## src/rtl/assert_macros.svh

```systemverilog
// Assertion macros used by the keyframe track interpolator RTL.
// Each macro samples on the rising edge of clock and is disabled while reset is high.
`ifndef ASSERT_MACROS_SVH
`define ASSERT_MACROS_SVH

// Property must hold at every enabled clock edge.
`define KTI_ASSERT(label, prop, msg) \
   label: assert property (@(posedge clock) disable iff (reset) prop) else $error(msg);

// Condition must never be true at an enabled clock edge.
`define KTI_ASSERT_NEVER(label, cond, msg) \
   label: assert property (@(posedge clock) disable iff (reset) !(cond)) else $error(msg);

`endif

```

## src/rtl/kti_pkg.sv

```systemverilog
// Shared types and constants of the keyframe track interpolator.
// Used by kti_front, kti_queue, kti_back and the top level.
`default_nettype none
package kti_pkg;

   localparam int REQ_TDATA_W = 96;
   localparam int RSP_TDATA_W = 40;
   localparam int QUEUE_DEPTH = 4;
   localparam int QCNT_W      = 3;
   localparam int QPTR_W      = 2;

   typedef enum logic [1:0] {
      KTI_MODE_WRITE = 2'd0,
      KTI_MODE_COUNT = 2'd1,
      KTI_MODE_EVAL  = 2'd2
   } kti_mode_type;

   // Operation after classification; VOID is an evaluation of a track that does not exist.
   typedef enum logic [1:0] {
      KTI_OP_WRITE = 2'd0,
      KTI_OP_COUNT = 2'd1,
      KTI_OP_EVAL  = 2'd2,
      KTI_OP_VOID  = 2'd3
   } kti_op_type;

   typedef enum logic [3:0] {
      KTI_ST_CLEAR,
      KTI_ST_IDLE,
      KTI_ST_SETUP,
      KTI_ST_SCAN,
      KTI_ST_CALC,
      KTI_ST_DIV,
      KTI_ST_MUL,
      KTI_ST_ADD,
      KTI_ST_DONE
   } kti_state_type;

   typedef struct packed {
      kti_op_type   op;
      logic [6:0]   track;
      logic [6:0]   key_index;
      logic [15:0]  key_row;
      logic         key_linear;
      logic [31:0]  key_value;
      logic [7:0]   key_count;
      logic [23:0]  query_row;
   } kti_cmd_type;

endpackage
`default_nettype wire

```

## src/rtl/kti_front.sv

```systemverilog
// Front end: accepts request items, unpacks and range-checks them, and pushes commands.
// Depends on kti_pkg.
`default_nettype none
module kti_front #(
   parameter int TRACKS   = 128,
   parameter int MAX_KEYS = 128
) (
   input  wire logic                             clock,
   input  wire logic                             reset,
   input  wire logic                             req_tvalid,
   output logic                                  req_tready,
   input  wire logic [kti_pkg::REQ_TDATA_W-1:0]  req_tdata,
   input  wire logic [1:0]                       req_tuser,
   input  wire logic                             queue_full,
   input  wire logic                             clearing,
   output logic                                  push,
   output kti_pkg::kti_cmd_type                  cmd
);
   import kti_pkg::*;

   logic accept;
   logic track_ok;
   logic index_ok;

   assign req_tready = !queue_full && !clearing;
   assign accept     = req_tvalid && req_tready;
   assign track_ok   = 32'(req_tdata[6:0]) < TRACKS;
   assign index_ok   = 32'(req_tdata[13:7]) < MAX_KEYS;

   always_comb begin
      cmd.track      = req_tdata[6:0];
      cmd.key_index  = req_tdata[13:7];
      cmd.key_row    = req_tdata[29:14];
      cmd.key_linear = req_tdata[30];
      cmd.key_value  = req_tdata[62:31];
      cmd.query_row  = req_tdata[94:71];
      cmd.key_count  = (32'(req_tdata[70:63]) > MAX_KEYS) ? 8'(MAX_KEYS) : req_tdata[70:63];
      cmd.op         = KTI_OP_VOID;
      push           = 1'b0;
      unique case (kti_mode_type'(req_tuser))
         KTI_MODE_WRITE: begin
            cmd.op = KTI_OP_WRITE;
            push   = accept && track_ok && index_ok;
         end
         KTI_MODE_COUNT: begin
            cmd.op = KTI_OP_COUNT;
            push   = accept && track_ok;
         end
         KTI_MODE_EVAL: begin
            cmd.op = track_ok ? KTI_OP_EVAL : KTI_OP_VOID;
            push   = accept;
         end
         default: begin
            push = 1'b0;
         end
      endcase
   end

   // The front is purely combinational; clock and reset are kept for a uniform port set.
   logic unused_ok;
   assign unused_ok = clock ^ reset ^ req_tdata[95];

endmodule
`default_nettype wire

```

## config.mk

```make
export PLATFORM = sky130hd
export DESIGN_NAME = kti_front
export DESIGN_NICKNAME = d
export VERILOG_FILES = /design/src/rtl/assert_macros.svh /design/src/rtl/kti_pkg.sv /design/src/rtl/kti_front.sv
export SDC_FILE = /design/constraint.sdc
export NUM_CORES = 1
export LEC_CHECK = 0
export BUFFER_PORTS_ARGS = -buffer_cell sky130_fd_sc_hd__buf_4
export CAP_MARGIN = 20
export CORE_AREA = 2 2 79 81
export DETAILED_ROUTE_END_ITERATION = 10
export DIE_AREA = 0 0 81 83
export PLACE_DENSITY = 0.65
export SLEW_MARGIN = 15
export SYNTH_ARGS = -nofsm -noshare
export SYNTH_HDL_FRONTEND = slang
export SYNTH_SLANG_ARGS = --single-unit
export TNS_END_PERCENT = 100
```

## constraint.sdc

```tcl
create_clock -name vclk -period 0.8
set_input_delay 0.16 -clock vclk [all_inputs]
set_output_delay 0.16 -clock vclk [all_outputs]
set_load 0.1 [all_outputs]
```

==> results.sh <==
export IMPL_track_usage_pct=4.59
export IMPL_netlist_area_leader_share_pct=90.2
export IMPL_drv_slew=0
export IMPL_worstSetupStartpointType="input pin"
export IMPL_maxClockFrequency_ghz=1.15
export IMPL_power_frac_seq_pct=0
export IMPL_hold_violations=0
export IMPL_finalCritPeriodShare_pct=109
export IMPL_worstMarginPinSlew_ns=0.281
export IMPL_synth_cells=100
export IMPL_leakage_power_nw=0.216
export IMPL_setup_slack_ns=-0.0688
export IMPL_postLayoutCellArea_sq_um=507
export IMPL_crit_type="in2out"
export IMPL_core_region_area_sq_um=5820
export IMPL_maxSlewHeadroom_pct=81.4
export IMPL_route_detailed_vias_per_inst=2.90
export IMPL_finalNetCount=141
export IMPL_io_buffers=25
export IMPL_synthesis_area_sq_um=724
export IMPL_finalSetupViolCount=2
export IMPL_worst_hold_slack_ns=0.320
export IMPL_power_switching_share_pct=64.2
export IMPL_final_instance_count_excl_fill=111
export IMPL_antenna_found_initial=0
export IMPL_hold_path_endpoint="cmd[70]"
export IMPL_crit_path_max_fanout=2
export IMPL_synth_nets=203
export IMPL_route_antenna_remaining_nets=0
export IMPL_initialDrtViolationCount=3
export IMPL_yosys_cell_types_count=6
export IMPL_globalRoute_totalOverflow=0
export IMPL_grt_pass1_wl_mm=2.24
export IMPL_routed_wirelength_mm=1.80
export IMPL_gpl_final_weighted_congestion=0.456
export IMPL_fin_util_pct=8.71
export IMPL_fillCellCount=692
export IMPL_die_area_sq_um=6720
export IMPL_cts_hold_fix_buffers=0
export IMPL_minimum_clock_period_ns=0.869
export IMPL_violations="setup timing"
export IMPL_dr_total_vias=322
export IMPL_grt_setup_unrepaired="yes"
export IMPL_fp_dieW_microns=81
export IMPL_wl_per_cell_microns=16.2
export IMPL_power_combinational_fraction_pct=100.0
export IMPL_crit_path_end_kind="output port"
export IMPL_net_switching_power_mw=0.288
export IMPL_ys_top_cells_by_area="buf_4, nor2b_1, clkbuf_1, and3_1, nor2_2"
export IMPL_effective_utilization_at_floorplan_pct=12.5
export IMPL_power_report_internal_total_mw=0.160
export IMPL_ys_warn_count=0
export IMPL_critPathRequiredTime_ns=0.64
export IMPL_detail_route_first_pass_iterations=2
export IMPL_synthesis_area_per_instance_sq_um=7.24
export IMPL_post_place_ws_ns=-0.184
export IMPL_nFlopsAndLatches=0
export IMPL_power_share_clock_pct=0
export IMPL_vdd_drop_max_v=0.000217
export IMPL_floorplan_rows=28
export IMPL_area_growth_pct=-30.1
export IMPL_design_portCount=202
export IMPL_timing_max_cap_violations=0
export IMPL_grt_pass1_vias=363
export IMPL_synth_seq_area_share_pct=0
export IMPL_holdCritStartpoint="req_tdata[19]"
export IMPL_critical_path_arrival_ns=0.71
export IMPL_die_height_microns=83
export IMPL_drc=0
export IMPL_antenna_cells_inserted=0
export IMPL_post_dp_cell_area_sq_um=412
export IMPL_synth_largest_area_cell="buf_4"
export IMPL_layout_clock_buffers=0
export IMPL_worst_hold_path_num_cells=0
export IMPL_dpl_cell_count=111
export IMPL_final_layout_size_suffix_gt1_share_pct=97.2
export IMPL_grt_max_degree=9
export IMPL_power_density_nw_per_um2=885
export IMPL_register_area_sq_um=0
export IMPL_hp_class="in2out"
export IMPL_run_status="finished with violations"
[synth_stat cells]
cell type / instances
buf_4: 87
nand2_1: 1
nor2b_1: 7
and3_1: 1
nor2_2: 1
clkbuf_1: 3
[stage by stage]
step	power (mW)	setup TNS, ns
final	0.448	-0.0735
after global routing	0.461	-0.144
after CTS	0.445	-0.0662
after detailed placement	0.396	-1.11
after global placement	0.393	-1.02
after floorplan	2.33	-0.722
[repair_timing]
| action | CTS | global route |
|---|---|---|
| gates resized for setup | 22 | 2 |
| setup buffers | 0 | 0 |
| pin swaps | 2 | 0 |
| endpoints found under the setup margin | 10 | 4 |
[metal layers]
metal | track usage (%) | vias to the layer above | part of all wire, %
met3 | 6.41 | 50 | 32
met1 | 0.980 | 112 | 11
met4 | 7.86 | 0 | 17
met5 | 0 | - | 0
li1 | - | 83 | -
met2 | 6.31 | 77 | 40
[logic make-up (layout without fill, tap and decap cells)]
logic type	count (synthesis)	in the layout	synth area share, %
buffers and inverters	90	26	91.7
AND/OR/NAND/NOR	10	10	8.29
[worst max-delay path, stage by stage]
cell and delay (ns):
buf_6 0.09, nor2_4 0.09, and3_4 0.19, buf_12 0.17
[final cells by class]
type                            instances  area (sq um)  area share [%]
Multi-Input combinational cell         10           123            24.2
Tap cell                               75          93.8            18.5
Timing Repair Buffer                   26           290            57.3
[cell usage in the layout (no fill, tap or decap), drive strengths merged]
master and n:
nor2b 7, nor2 1, and3 1, buf 26, nand2 1
[power groups by stage]
| stage | Clock (mW) | Combinational [mW] | Sequential [mW] |
|---|---|---|---|
| global route | 0 | 0.461 | 0 |
| global placement | 0 | 0.393 | 0 |
| detailed placement | 0 | 0.396 | 0 |
| CTS | 0 | 0.445 | 0 |
| floorplan | 0 | 2.33 | 0 |
| finish | 0 | 0.448 | 0 |
[how the worst max path moves through the flow]
stage	start	end	slack [ns]	cells after the start
after detailed placement	clearing	push	-0.18	4
after global routing	queue_full	push	-0.10	4
after floorplan	clearing	push	-0.51	2
final	queue_full	push	-0.07	4
after CTS	queue_full	push	-0.06	4
after global placement	clearing	push	-0.18	4
Note: power is estimated with default switching activity, not from simulation.
