$ cat src/rtl/assert_macros.svh
// Assertion macros used by the keyframe track interpolator RTL.
// Each macro samples on the rising edge of clock and is disabled while reset is high.
`ifndef ASSERT_MACROS_SVH
`define ASSERT_MACROS_SVH

// Property must hold at every enabled clock edge.
`define KTI_ASSERT(label, prop, msg) \
   label: assert property (@(posedge clock) disable iff (reset) prop) else $error(msg);

// Condition must never be true at an enabled clock edge.
`define KTI_ASSERT_NEVER(label, cond, msg) \
   label: assert property (@(posedge clock) disable iff (reset) !(cond)) else $error(msg);

`endif

$ cat src/rtl/kti_pkg.sv
// Shared types and constants of the keyframe track interpolator.
// Used by kti_front, kti_queue, kti_back and the top level.
`default_nettype none
package kti_pkg;

   localparam int REQ_TDATA_W = 96;
   localparam int RSP_TDATA_W = 40;
   localparam int QUEUE_DEPTH = 4;
   localparam int QCNT_W      = 3;
   localparam int QPTR_W      = 2;

   typedef enum logic [1:0] {
      KTI_MODE_WRITE = 2'd0,
      KTI_MODE_COUNT = 2'd1,
      KTI_MODE_EVAL  = 2'd2
   } kti_mode_type;

   // Operation after classification; VOID is an evaluation of a track that does not exist.
   typedef enum logic [1:0] {
      KTI_OP_WRITE = 2'd0,
      KTI_OP_COUNT = 2'd1,
      KTI_OP_EVAL  = 2'd2,
      KTI_OP_VOID  = 2'd3
   } kti_op_type;

   typedef enum logic [3:0] {
      KTI_ST_CLEAR,
      KTI_ST_IDLE,
      KTI_ST_SETUP,
      KTI_ST_SCAN,
      KTI_ST_CALC,
      KTI_ST_DIV,
      KTI_ST_MUL,
      KTI_ST_ADD,
      KTI_ST_DONE
   } kti_state_type;

   typedef struct packed {
      kti_op_type   op;
      logic [6:0]   track;
      logic [6:0]   key_index;
      logic [15:0]  key_row;
      logic         key_linear;
      logic [31:0]  key_value;
      logic [7:0]   key_count;
      logic [23:0]  query_row;
   } kti_cmd_type;

endpackage
`default_nettype wire

$ cat src/rtl/kti_queue.sv
// Short command queue between the front end and the execution back end.
// Depends on kti_pkg.
`default_nettype none
module kti_queue (
   input  wire logic                  clock,
   input  wire logic                  reset,
   input  wire logic                  push,
   input  kti_pkg::kti_cmd_type       cmd_in,
   output logic                       full,
   input  wire logic                  pop,
   output kti_pkg::kti_cmd_type       cmd_out,
   output logic                       empty
);
   import kti_pkg::*;

   kti_cmd_type         slot_ff [QUEUE_DEPTH];
   logic [QPTR_W-1:0]   wr_ptr_ff, wr_ptr_in;
   logic [QPTR_W-1:0]   rd_ptr_ff, rd_ptr_in;
   logic [QCNT_W-1:0]   fill_ff, fill_in;

   assign full    = fill_ff == QCNT_W'(QUEUE_DEPTH);
   assign empty   = fill_ff == '0;
   assign cmd_out = slot_ff[rd_ptr_ff];

   always_comb begin
      wr_ptr_in = push ? wr_ptr_ff + 1'b1 : wr_ptr_ff;
      rd_ptr_in = pop  ? rd_ptr_ff + 1'b1 : rd_ptr_ff;
      fill_in   = fill_ff + QCNT_W'(push) - QCNT_W'(pop);
   end

   always_ff @(posedge clock) begin
      if (reset) begin
         wr_ptr_ff <= '0;
         rd_ptr_ff <= '0;
         fill_ff   <= '0;
      end else begin
         wr_ptr_ff <= wr_ptr_in;
         rd_ptr_ff <= rd_ptr_in;
         fill_ff   <= fill_in;
      end
   end

   always_ff @(posedge clock) begin
      if (push) begin
         slot_ff[wr_ptr_ff] <= cmd_in;
      end
   end

endmodule
`default_nettype wire

$ cat config.mk
export PLATFORM = sky130hd
export DESIGN_NAME = kti_queue
export DESIGN_NICKNAME = d
export VERILOG_FILES = /design/src/rtl/assert_macros.svh /design/src/rtl/kti_pkg.sv /design/src/rtl/kti_queue.sv
export SDC_FILE = /design/constraint.sdc
export NUM_CORES = 1
export LEC_CHECK = 0
export ABC_CLOCK_PERIOD_IN_PS = 7300
export BUFFER_PORTS_ARGS = -buffer_cell sky130_fd_sc_hd__clkbuf_2
export CORE_MARGIN = 2
export CORE_UTILIZATION = 25
export DETAILED_ROUTE_END_ITERATION = 16
export RECOVER_POWER = 25
export SLEW_MARGIN = 5
export SYNTH_ARGS = -nofsm -noshare
export SYNTH_HDL_FRONTEND = slang
export SYNTH_SLANG_ARGS = --single-unit
$ cat constraint.sdc
create_clock -name clock -period 7.3 [get_ports clock]
set_input_delay 1.46 -clock clock [delete_from_list [all_inputs] [get_ports clock]]
set_output_delay 1.46 -clock clock [all_outputs]
set_load 0.05 [all_outputs]
==> results.json, run 1 <==
{
  "async_reset_ff_share_pct": 0,
  "design.final.nets": 885,
  "post_route_clock_period_utilization_pct": 61.1,
  "rr_worst_depth": 3,
  "cp_startpoint_kind": "flip-flop",
  "flow.area_growth_from_synthesis_pct": 21.5,
  "report.final.setup_viol": 0,
  "cts_tree": "done",
  "fill_cells": 5542,
  "diodes": 0,
  "die_w_um": 244,
  "timing.final.crit_period_ns": 4.46,
  "hold_violations": 0,
  "synthesized_cell_area_um2": 14400,
  "cts.sink_count": 397,
  "dieArea_um2": 59600,
  "clock_insertion_delay_worst_skew_ns": 0.54,
  "post_synth_num_cell_types": 21,
  "synthFlopType": "edfxtp_1",
  "biggest_area_contributors_in_the_synthesized_netlist": "edfxtp_1, mux4_2, dfxtp_1",
  "synth_fp_nets": 657,
  "drtIter0Drc": 245,
  "root_buffer": "clkbuf_16",
  "initial_core_util_pct": 25.1,
  "holdPathStages": 2,
  "report.final.slew_viol_count": 0,
  "area_taken_by_multi_input_logic_gates_um2": 2430,
  "grt_first_pass_wirelength_um": 42800,
  "chipHeight_um": 244,
  "synthesis.area_per_instance_um2": 26.3,
  "routed_wire_length_per_instance_um": 18.1,
  "core_region_area_um2": 57400,
  "total_routed_length_um": 28500,
  "intPower_w": 0.00399,
  "clock_power_share_pct": 37.3,
  "yosysSeqAreaShare_pct": 82.0,
  "synth.largest_area_cell": "edfxtp_1",
  "ir_worst_vdd_v": 0.000187,
  "postCtsHoldBufs": 0,
  "hpwl_um": 16500,
  "final_layout_size_suffix_gt1_share_pct": 37.9,
  "run_status": "completed",
  "netSwitchingFraction_pct": 25.8,
  "p_per_area_nw_per_um2": 307,
  "place_congestion": 0.652,
  "total_neg_setup_slack_ns": 0,
  "post_cts.resized_instances": 0,
  "slew_at_the_pin_with_the_worst_max_slew_slack_ns": 0.974,
  "rsz_0062_raised_after_global_routing": "false",
  "critical_path_required_ns": 5.84,
  "synth_edf_count": 388,
  "yosysMostFrequentCell": "edfxtp_1",
  "synth_top_area_share_pct": 80.8,
  "power.leakage_nw": 5.63,
  "netlist_top_cells_count": "edfxtp_1, mux4_2, buf_2",
  "critPathCaptureType": "output port",
  "timing.fmax_mhz": 224,
  "antenna_left": 0,
  "maximum_fanout_count_along_the_critical_path": 57,
  "cts_setup_buffers": 0,
  "maximum_number_of_pins_on_one_net_before_global_route_repair": 59,
  "detail_route.vias_per_cell": 4.07,
  "detail_route.drc_violations": 0,
  "boundaryPins": 200,
  "sequential_standard_cell_area_um2": 11800,
  "worst-setup-path-type": "flip-flop to output port",
  "net_switching_power_w": 0.00139,
  "grt.overflow.total": 0,
  "ys_ff_latch": 397,
  "vias": 6407,
  "total_power_w": 0.00538,
  "crit_arrival_ns": 3.00,
  "grt_antenna_before_repair": 2,
  "drt_pre_antenna_iters": 6,
  "max_cap_violations": 0,
  "io_buffer_count": 199,
  "cts_made_buffers": 43,
  "path_type_of_the_worst_min_delay_path": "flip-flop to flip-flop",
  "clock_h_tree_levels": 2,
  "gr-usage-all-layers_pct": 9.55,
  "comb_power_share_pct": 13.0,
  "worst_setup_hold_path_clk_slew_ns": 0.06,
  "timing.slew.headroom_pct": 35.1,
  "sequentialPowerShare_pct": 49.6,
  "number_of_warnings_reported_in_the_yosys_synthesis_log": 0,
  "cts-root-to-sink-buffers": 3,
  "fin_skew_ns": 0.00880,
  "synthCells": 549,
  "grt_pass1_vias": 6982,
  "rows": 88
}
## power groups by stage
stage	logic, W	registers, W	clock network (W)
3_3_place_gp	0.000713	0.00271	0
5_1_grt	0.000742	0.00268	0.00217
4_1_cts	0.000722	0.00267	0.00208
6_report	0.000701	0.00267	0.00201
3_5_place_dp	0.000721	0.00272	0
2_1_floorplan	0.000550	0.00269	0
## routing by layer
metal  up-vias  track usage, %  wire length, µm
met1      3380            11.7            11800
met3        46            2.96             1830
met2       165            16.0            14200
li1       2814               -                -
met5         -               0               13
met4         2            3.43              676
## cells by family (layout without fill, tap and decap cells)
family,after synthesis,after routing,synth area share [%]
and+or+nand+nor,14,14,0.520
xor gates and xnor gates,3,3,0.286
muxes,98,98,15.2
buffers and inverters,28,289,1.19
DFF,397,397,82.0
AOI/OAI and AO/OA,2,2,0.104
adders and majority gates,7,7,0.659
## layout make-up
| cell class | count | share of cell area [%] |
|---|---|---|
| Sequential cell | 397 | 67.5 |
| Multi-Input combinational cell | 124 | 13.9 |
| Inverter | 6 | 0.128 |
| Tap cell | 765 | 5.46 |
| Clock buffer | 56 | 6.66 |
| Clock inverter | 22 | 0.764 |
| Timing Repair Buffer | 205 | 5.59 |
## through the flow
| stage | util, % | worst slack, ns | instance area (µm²) | hold slack (ns) | cells |
|---|---|---|---|---|---|
| after floorplan | - | 3.13 | 14400 | 0.492 | 549 |
| after global placement | 28.4 | 3.29 | 16300 | 0.513 | 1497 |
| after detailed placement | 28.4 | 3.30 | 16300 | 0.537 | 1497 |
| after CTS | 30.7 | 2.68 | 17600 | 0.549 | 1575 |
| after global routing | 30.6 | 2.54 | 17500 | 0.581 | 1575 |
| final | 30.6 | 2.84 | 17500 | 0.538 | 1575 |
## state kept, by name, summed over array words and instances, names as in the netlist, named ones only
register and flops:
fill_ff 3, rd_ptr_ff 2, slot_ff 388, wr_ptr_ff 2
## critical path, cell delays in order, from the launching register on
cell,delay [ns]
dfxtp_4,0.91
buf_12,0.47
mux4_2,0.62
clkbuf_2,0.26
## layout by cell type (no fill, tap or decap)
cell type / count
edfxtp_1: 388
clkbuf_2: 140
mux4_2: 97
clkbuf_1: 70
clkbuf_16: 45
clkinv_1: 10
clkinv_2: 7
dfxtp_1: 7
inv_1: 6
ha_1: 6
nor2_1: 5
buf_4: 5
and2_4: 4
clkinvlp_4: 3
nor2b_1: 2
xnor2_1: 2
dfxtp_4: 2
nor3_1: 1
and3_1: 1
a21bo_2: 1
nand3b_1: 1
a21oi_1: 1
mux2i_1: 1
xor3_1: 1
fa_1: 1
inv_6: 1
bufinv_16: 1
buf_12: 1
## final timing paths
path                                   start              to  slack, ns
worst max-delay path               flip-flop     cmd_out[61]       2.84
worst min-delay path            rd_ptr_ff[1]       flip-flop       0.54
worst max register to register  wr_ptr_ff[0]  slot_ff[1][58]       4.82
worst min register to register  rd_ptr_ff[1]       flip-flop       0.54
Note: power is estimated with default switching activity, not from simulation.
==> run 2: changes to the inputs <==
--- a/config.mk
+++ b/config.mk
@@ -5,7 +5,8 @@
 export SDC_FILE = /design/constraint.sdc
 export NUM_CORES = 1
 export LEC_CHECK = 0
-export ABC_CLOCK_PERIOD_IN_PS = 7300
+export ABC_AREA = 1
+export ABC_CLOCK_PERIOD_IN_PS = 3800
 export BUFFER_PORTS_ARGS = -buffer_cell sky130_fd_sc_hd__clkbuf_2
 export CORE_MARGIN = 2
 export CORE_UTILIZATION = 25
==> constraint.sdc (replaced) <==
create_clock -name clock -period 3.8 [get_ports clock]
set_input_delay 0.76 -clock clock [delete_from_list [all_inputs] [get_ports clock]]
set_output_delay 0.76 -clock clock [all_outputs]
set_load 0.05 [all_outputs]
==> run 2 against run 1 <==
Effect of this change:
- die area increased by 12%
- sequential power increased by 90%
- setup slack got worse by 2.1 ns
- sequential share of layout area decreased by 6.2 points
- synthesized cell count increased by 120%
- critical path depth increased by 2
- global-route usage increased by 0.076 points
- non-clock buffer count increased by 22
- register-to-register slack got worse by 3.0 ns
- hold slack got worse by 0.12 ns
- clock-buffer cell count increased by 1
- core utilization decreased by 0.51 points
==> results.json, run 2 <==
{
  "cts_made_buffers": 43,
  "hold_start": "reset",
  "postCtsHoldBufs": 0,
  "place_congestion": 0.734,
  "die_w_um": 259,
  "grt.overflow.total": 0,
  "io_buffer_count": 199,
  "fin_skew_ns": 0.00782,
  "yosysSeqAreaShare_pct": 73.0,
  "fill_cells": 6538,
  "finalInstanceArea_um2": 19300,
  "cts.sink_count": 397,
  "regToRegEndpoint": "slot_ff[2][10]",
  "grt_pass1_vias": 9401,
  "maximum_fanout_count_along_the_critical_path": 47,
  "top_register": "slot_ff",
  "most-common-layout-cells": "edfxtp_1, inv_1, nand2_1",
  "critPathCaptureType": "output port",
  "synth_top_area_share_pct": 71.9,
  "flow.area_growth_from_synthesis_pct": 19.1,
  "report.final.setup_viol": 0,
  "timing.slew.headroom_pct": 51.4,
  "drtIter0Drc": 484,
  "boundaryPins": 200,
  "root_buffer": "clkbuf_16",
  "p_per_area_nw_per_um2": 536,
  "synthesized_cell_area_um2": 16200,
  "slew_at_the_pin_with_the_worst_max_slew_slack_ns": 0.729,
  "synth_fp_nets": 1296,
  "grt_first_pass_wirelength_um": 50700,
  "final_layout_size_suffix_gt1_share_pct": 22.5,
  "crit_arrival_ns": 2.35,
  "layout.cells.most_common": "edfxtp_1",
  "hold_violations": 0,
  "maximum_number_of_pins_on_one_net_before_global_route_repair": 79,
  "async_reset_ff_share_pct": 0,
  "antenna_left": 0,
  "netlist_top_cells_count": "edfxtp_1, inv_1, nand2_1",
  "gr-usage-all-layers_pct": 9.63,
  "post_cts.resized_instances": 0,
  "rr_worst_depth": 5,
  "timing.fmax_mhz": 322,
  "core_region_area_um2": 64200,
  "report.final.slew_viol_count": 0,
  "run_status": "completed",
  "grt_antenna_before_repair": 1,
  "cts_setup_buffers": 0,
  "critical_path_required_ns": 3.04,
  "drt_pre_antenna_iters": 4,
  "cts_tree": "done",
  "total_neg_setup_slack_ns": 0,
  "number_of_warnings_reported_in_the_yosys_synthesis_log": 0,
  "ys_ff_latch": 397,
  "rsz_0062_raised_after_global_routing": "false",
  "design.final.nets": 1503,
  "detail_route.drc_violations": 0,
  "power.leakage_nw": 7.17,
  "sequential_standard_cell_area_um2": 11800,
  "hold-path-endpoint": "fill_ff[0]",
  "synth.largest_area_cell": "edfxtp_1",
  "finish.utilization_pct": 30.0,
  "max_cap_violations": 0,
  "hpwl_um": 19500,
  "placed_cell_area_um2": 18100,
  "synthCells": 1188,
  "total_routed_length_um": 32600,
  "vias": 9307,
  "synthFlopType": "edfxtp_1",
  "timing.rr.start": "wr_ptr_ff[0]",
  "dieArea_um2": 66900,
  "largest_reg_flops": 388,
  "cp_startpoint_kind": "flip-flop",
  "largest_registers": "slot_ff: 388 flops, fill_ff: 3 flops",
  "post_synth_num_cell_types": 21,
  "detail_route.vias_per_cell": 4.08,
  "regToRegSetupSlack_ns": 1.85,
  "post_route_clock_period_utilization_pct": 81.8,
  "routed_wire_length_per_instance_um": 14.3,
  "synthesis.area_per_instance_um2": 13.6,
  "clock_insertion_delay_worst_skew_ns": 0.55,
  "yosysMostFrequentCell": "edfxtp_1",
  "dp.cells": 2205,
  "synth_edf_count": 388,
  "timing.final.crit_period_ns": 3.11,
  "layout.cells.non_filler": 2280,
  "clock_h_tree_levels": 2,
  "cts-root-to-sink-buffers": 3,
  "ir_worst_vdd_v": 0.000377,
  "worst_setup_hold_path_clk_slew_ns": 0.05,
  "chipHeight_um": 259,
  "biggest_area_contributors_in_the_synthesized_netlist": "edfxtp_1, o211ai_2, inv_1",
  "worst-setup-path-type": "flip-flop to output port",
  "area_taken_by_multi_input_logic_gates_um2": 3050,
  "initial_core_util_pct": 25.2,
  "diodes": 0,
  "path_type_of_the_worst_min_delay_path": "primary input to flip-flop",
  "holdPathStages": 2,
  "rows": 93
}
-- run 2: changes by cell type after synthesis, sizes merged, moves of 45 or more --
cell,previous run,this run
o21ai,0,101
o211ai,0,97
mux4,97,0
buf,16,61
nand2,0,202
a21oi,1,103
inv,6,210
-- run 2: kinds of logic after synthesis --
| kind of cell | Yosys count | share of synthesized area [%] |
|---|---|---|
| AOI/OAI and AO/OA | 301 | 13.4 |
| adders and majority gates | 7 | 0.587 |
| buffers and inverters | 275 | 8.17 |
| DFF | 397 | 73.0 |
| and+or+nand+nor | 208 | 4.83 |
-- run 2: metrics by stage --
stage / power [W] / setup slack (ns) / hold WS, ns
3_5_place_dp: 0.00661 / 1.21 / 0.451
2_1_floorplan: 0.00623 / 0.681 / 0.436
4_1_cts: 0.0105 / 0.584 / 0.369
5_1_grt: 0.0108 / 0.463 / 0.398
6_report: 0.0104 / 0.690 / 0.418
3_3_place_gp: 0.00658 / 1.24 / 0.441
-- run 2: how the worst max path moves through the flow --
stage	to	slack, ns	cells after the start	start
after floorplan	slot_ff[2][0]	0.68	2	push
after global placement	cmd_out[59]	1.24	5	flip-flop
after detailed placement	cmd_out[59]	1.21	5	flip-flop
after CTS	cmd_out[59]	0.58	5	flip-flop
after global routing	cmd_out[59]	0.46	5	flip-flop
final	cmd_out[59]	0.69	5	flip-flop
-- run 2: cell type report --
| type | instances | area share, % |
|---|---|---|
| Clock inverter | 18 | 0.648 |
| Inverter | 210 | 4.14 |
| Multi-Input combinational cell | 516 | 15.8 |
| Sequential cell | 397 | 61.3 |
| Timing Repair Buffer | 227 | 6.45 |
| Tap cell | 855 | 5.54 |
| Clock buffer | 57 | 6.07 |
-- run 2: metal layers --
layer / vias to the layer above / GRT usage, % / wire (µm)
li1: 4558 / - / -
met1: 4520 / 11.6 / 14000
met2: 174 / 16.4 / 15900
met3: 53 / 2.99 / 2050
met4: 2 / 2.95 / 692
met5: - / 0 / 13
-- run 2: power breakdown --
part           leakage (nW)  internal, W  switching (W)
sequential             3.64      0.00501      0.0000706
combinational          2.90     0.000322        0.00109
clock                 0.628      0.00223        0.00163
-- run 2: critical path: stages, from the launching register on --
cell      delay, ns
dfxtp_4        0.81
buf_4          0.36
a21oi_1        0.10
o21ai_1        0.09
nand2_1        0.14
clkbuf_2       0.27
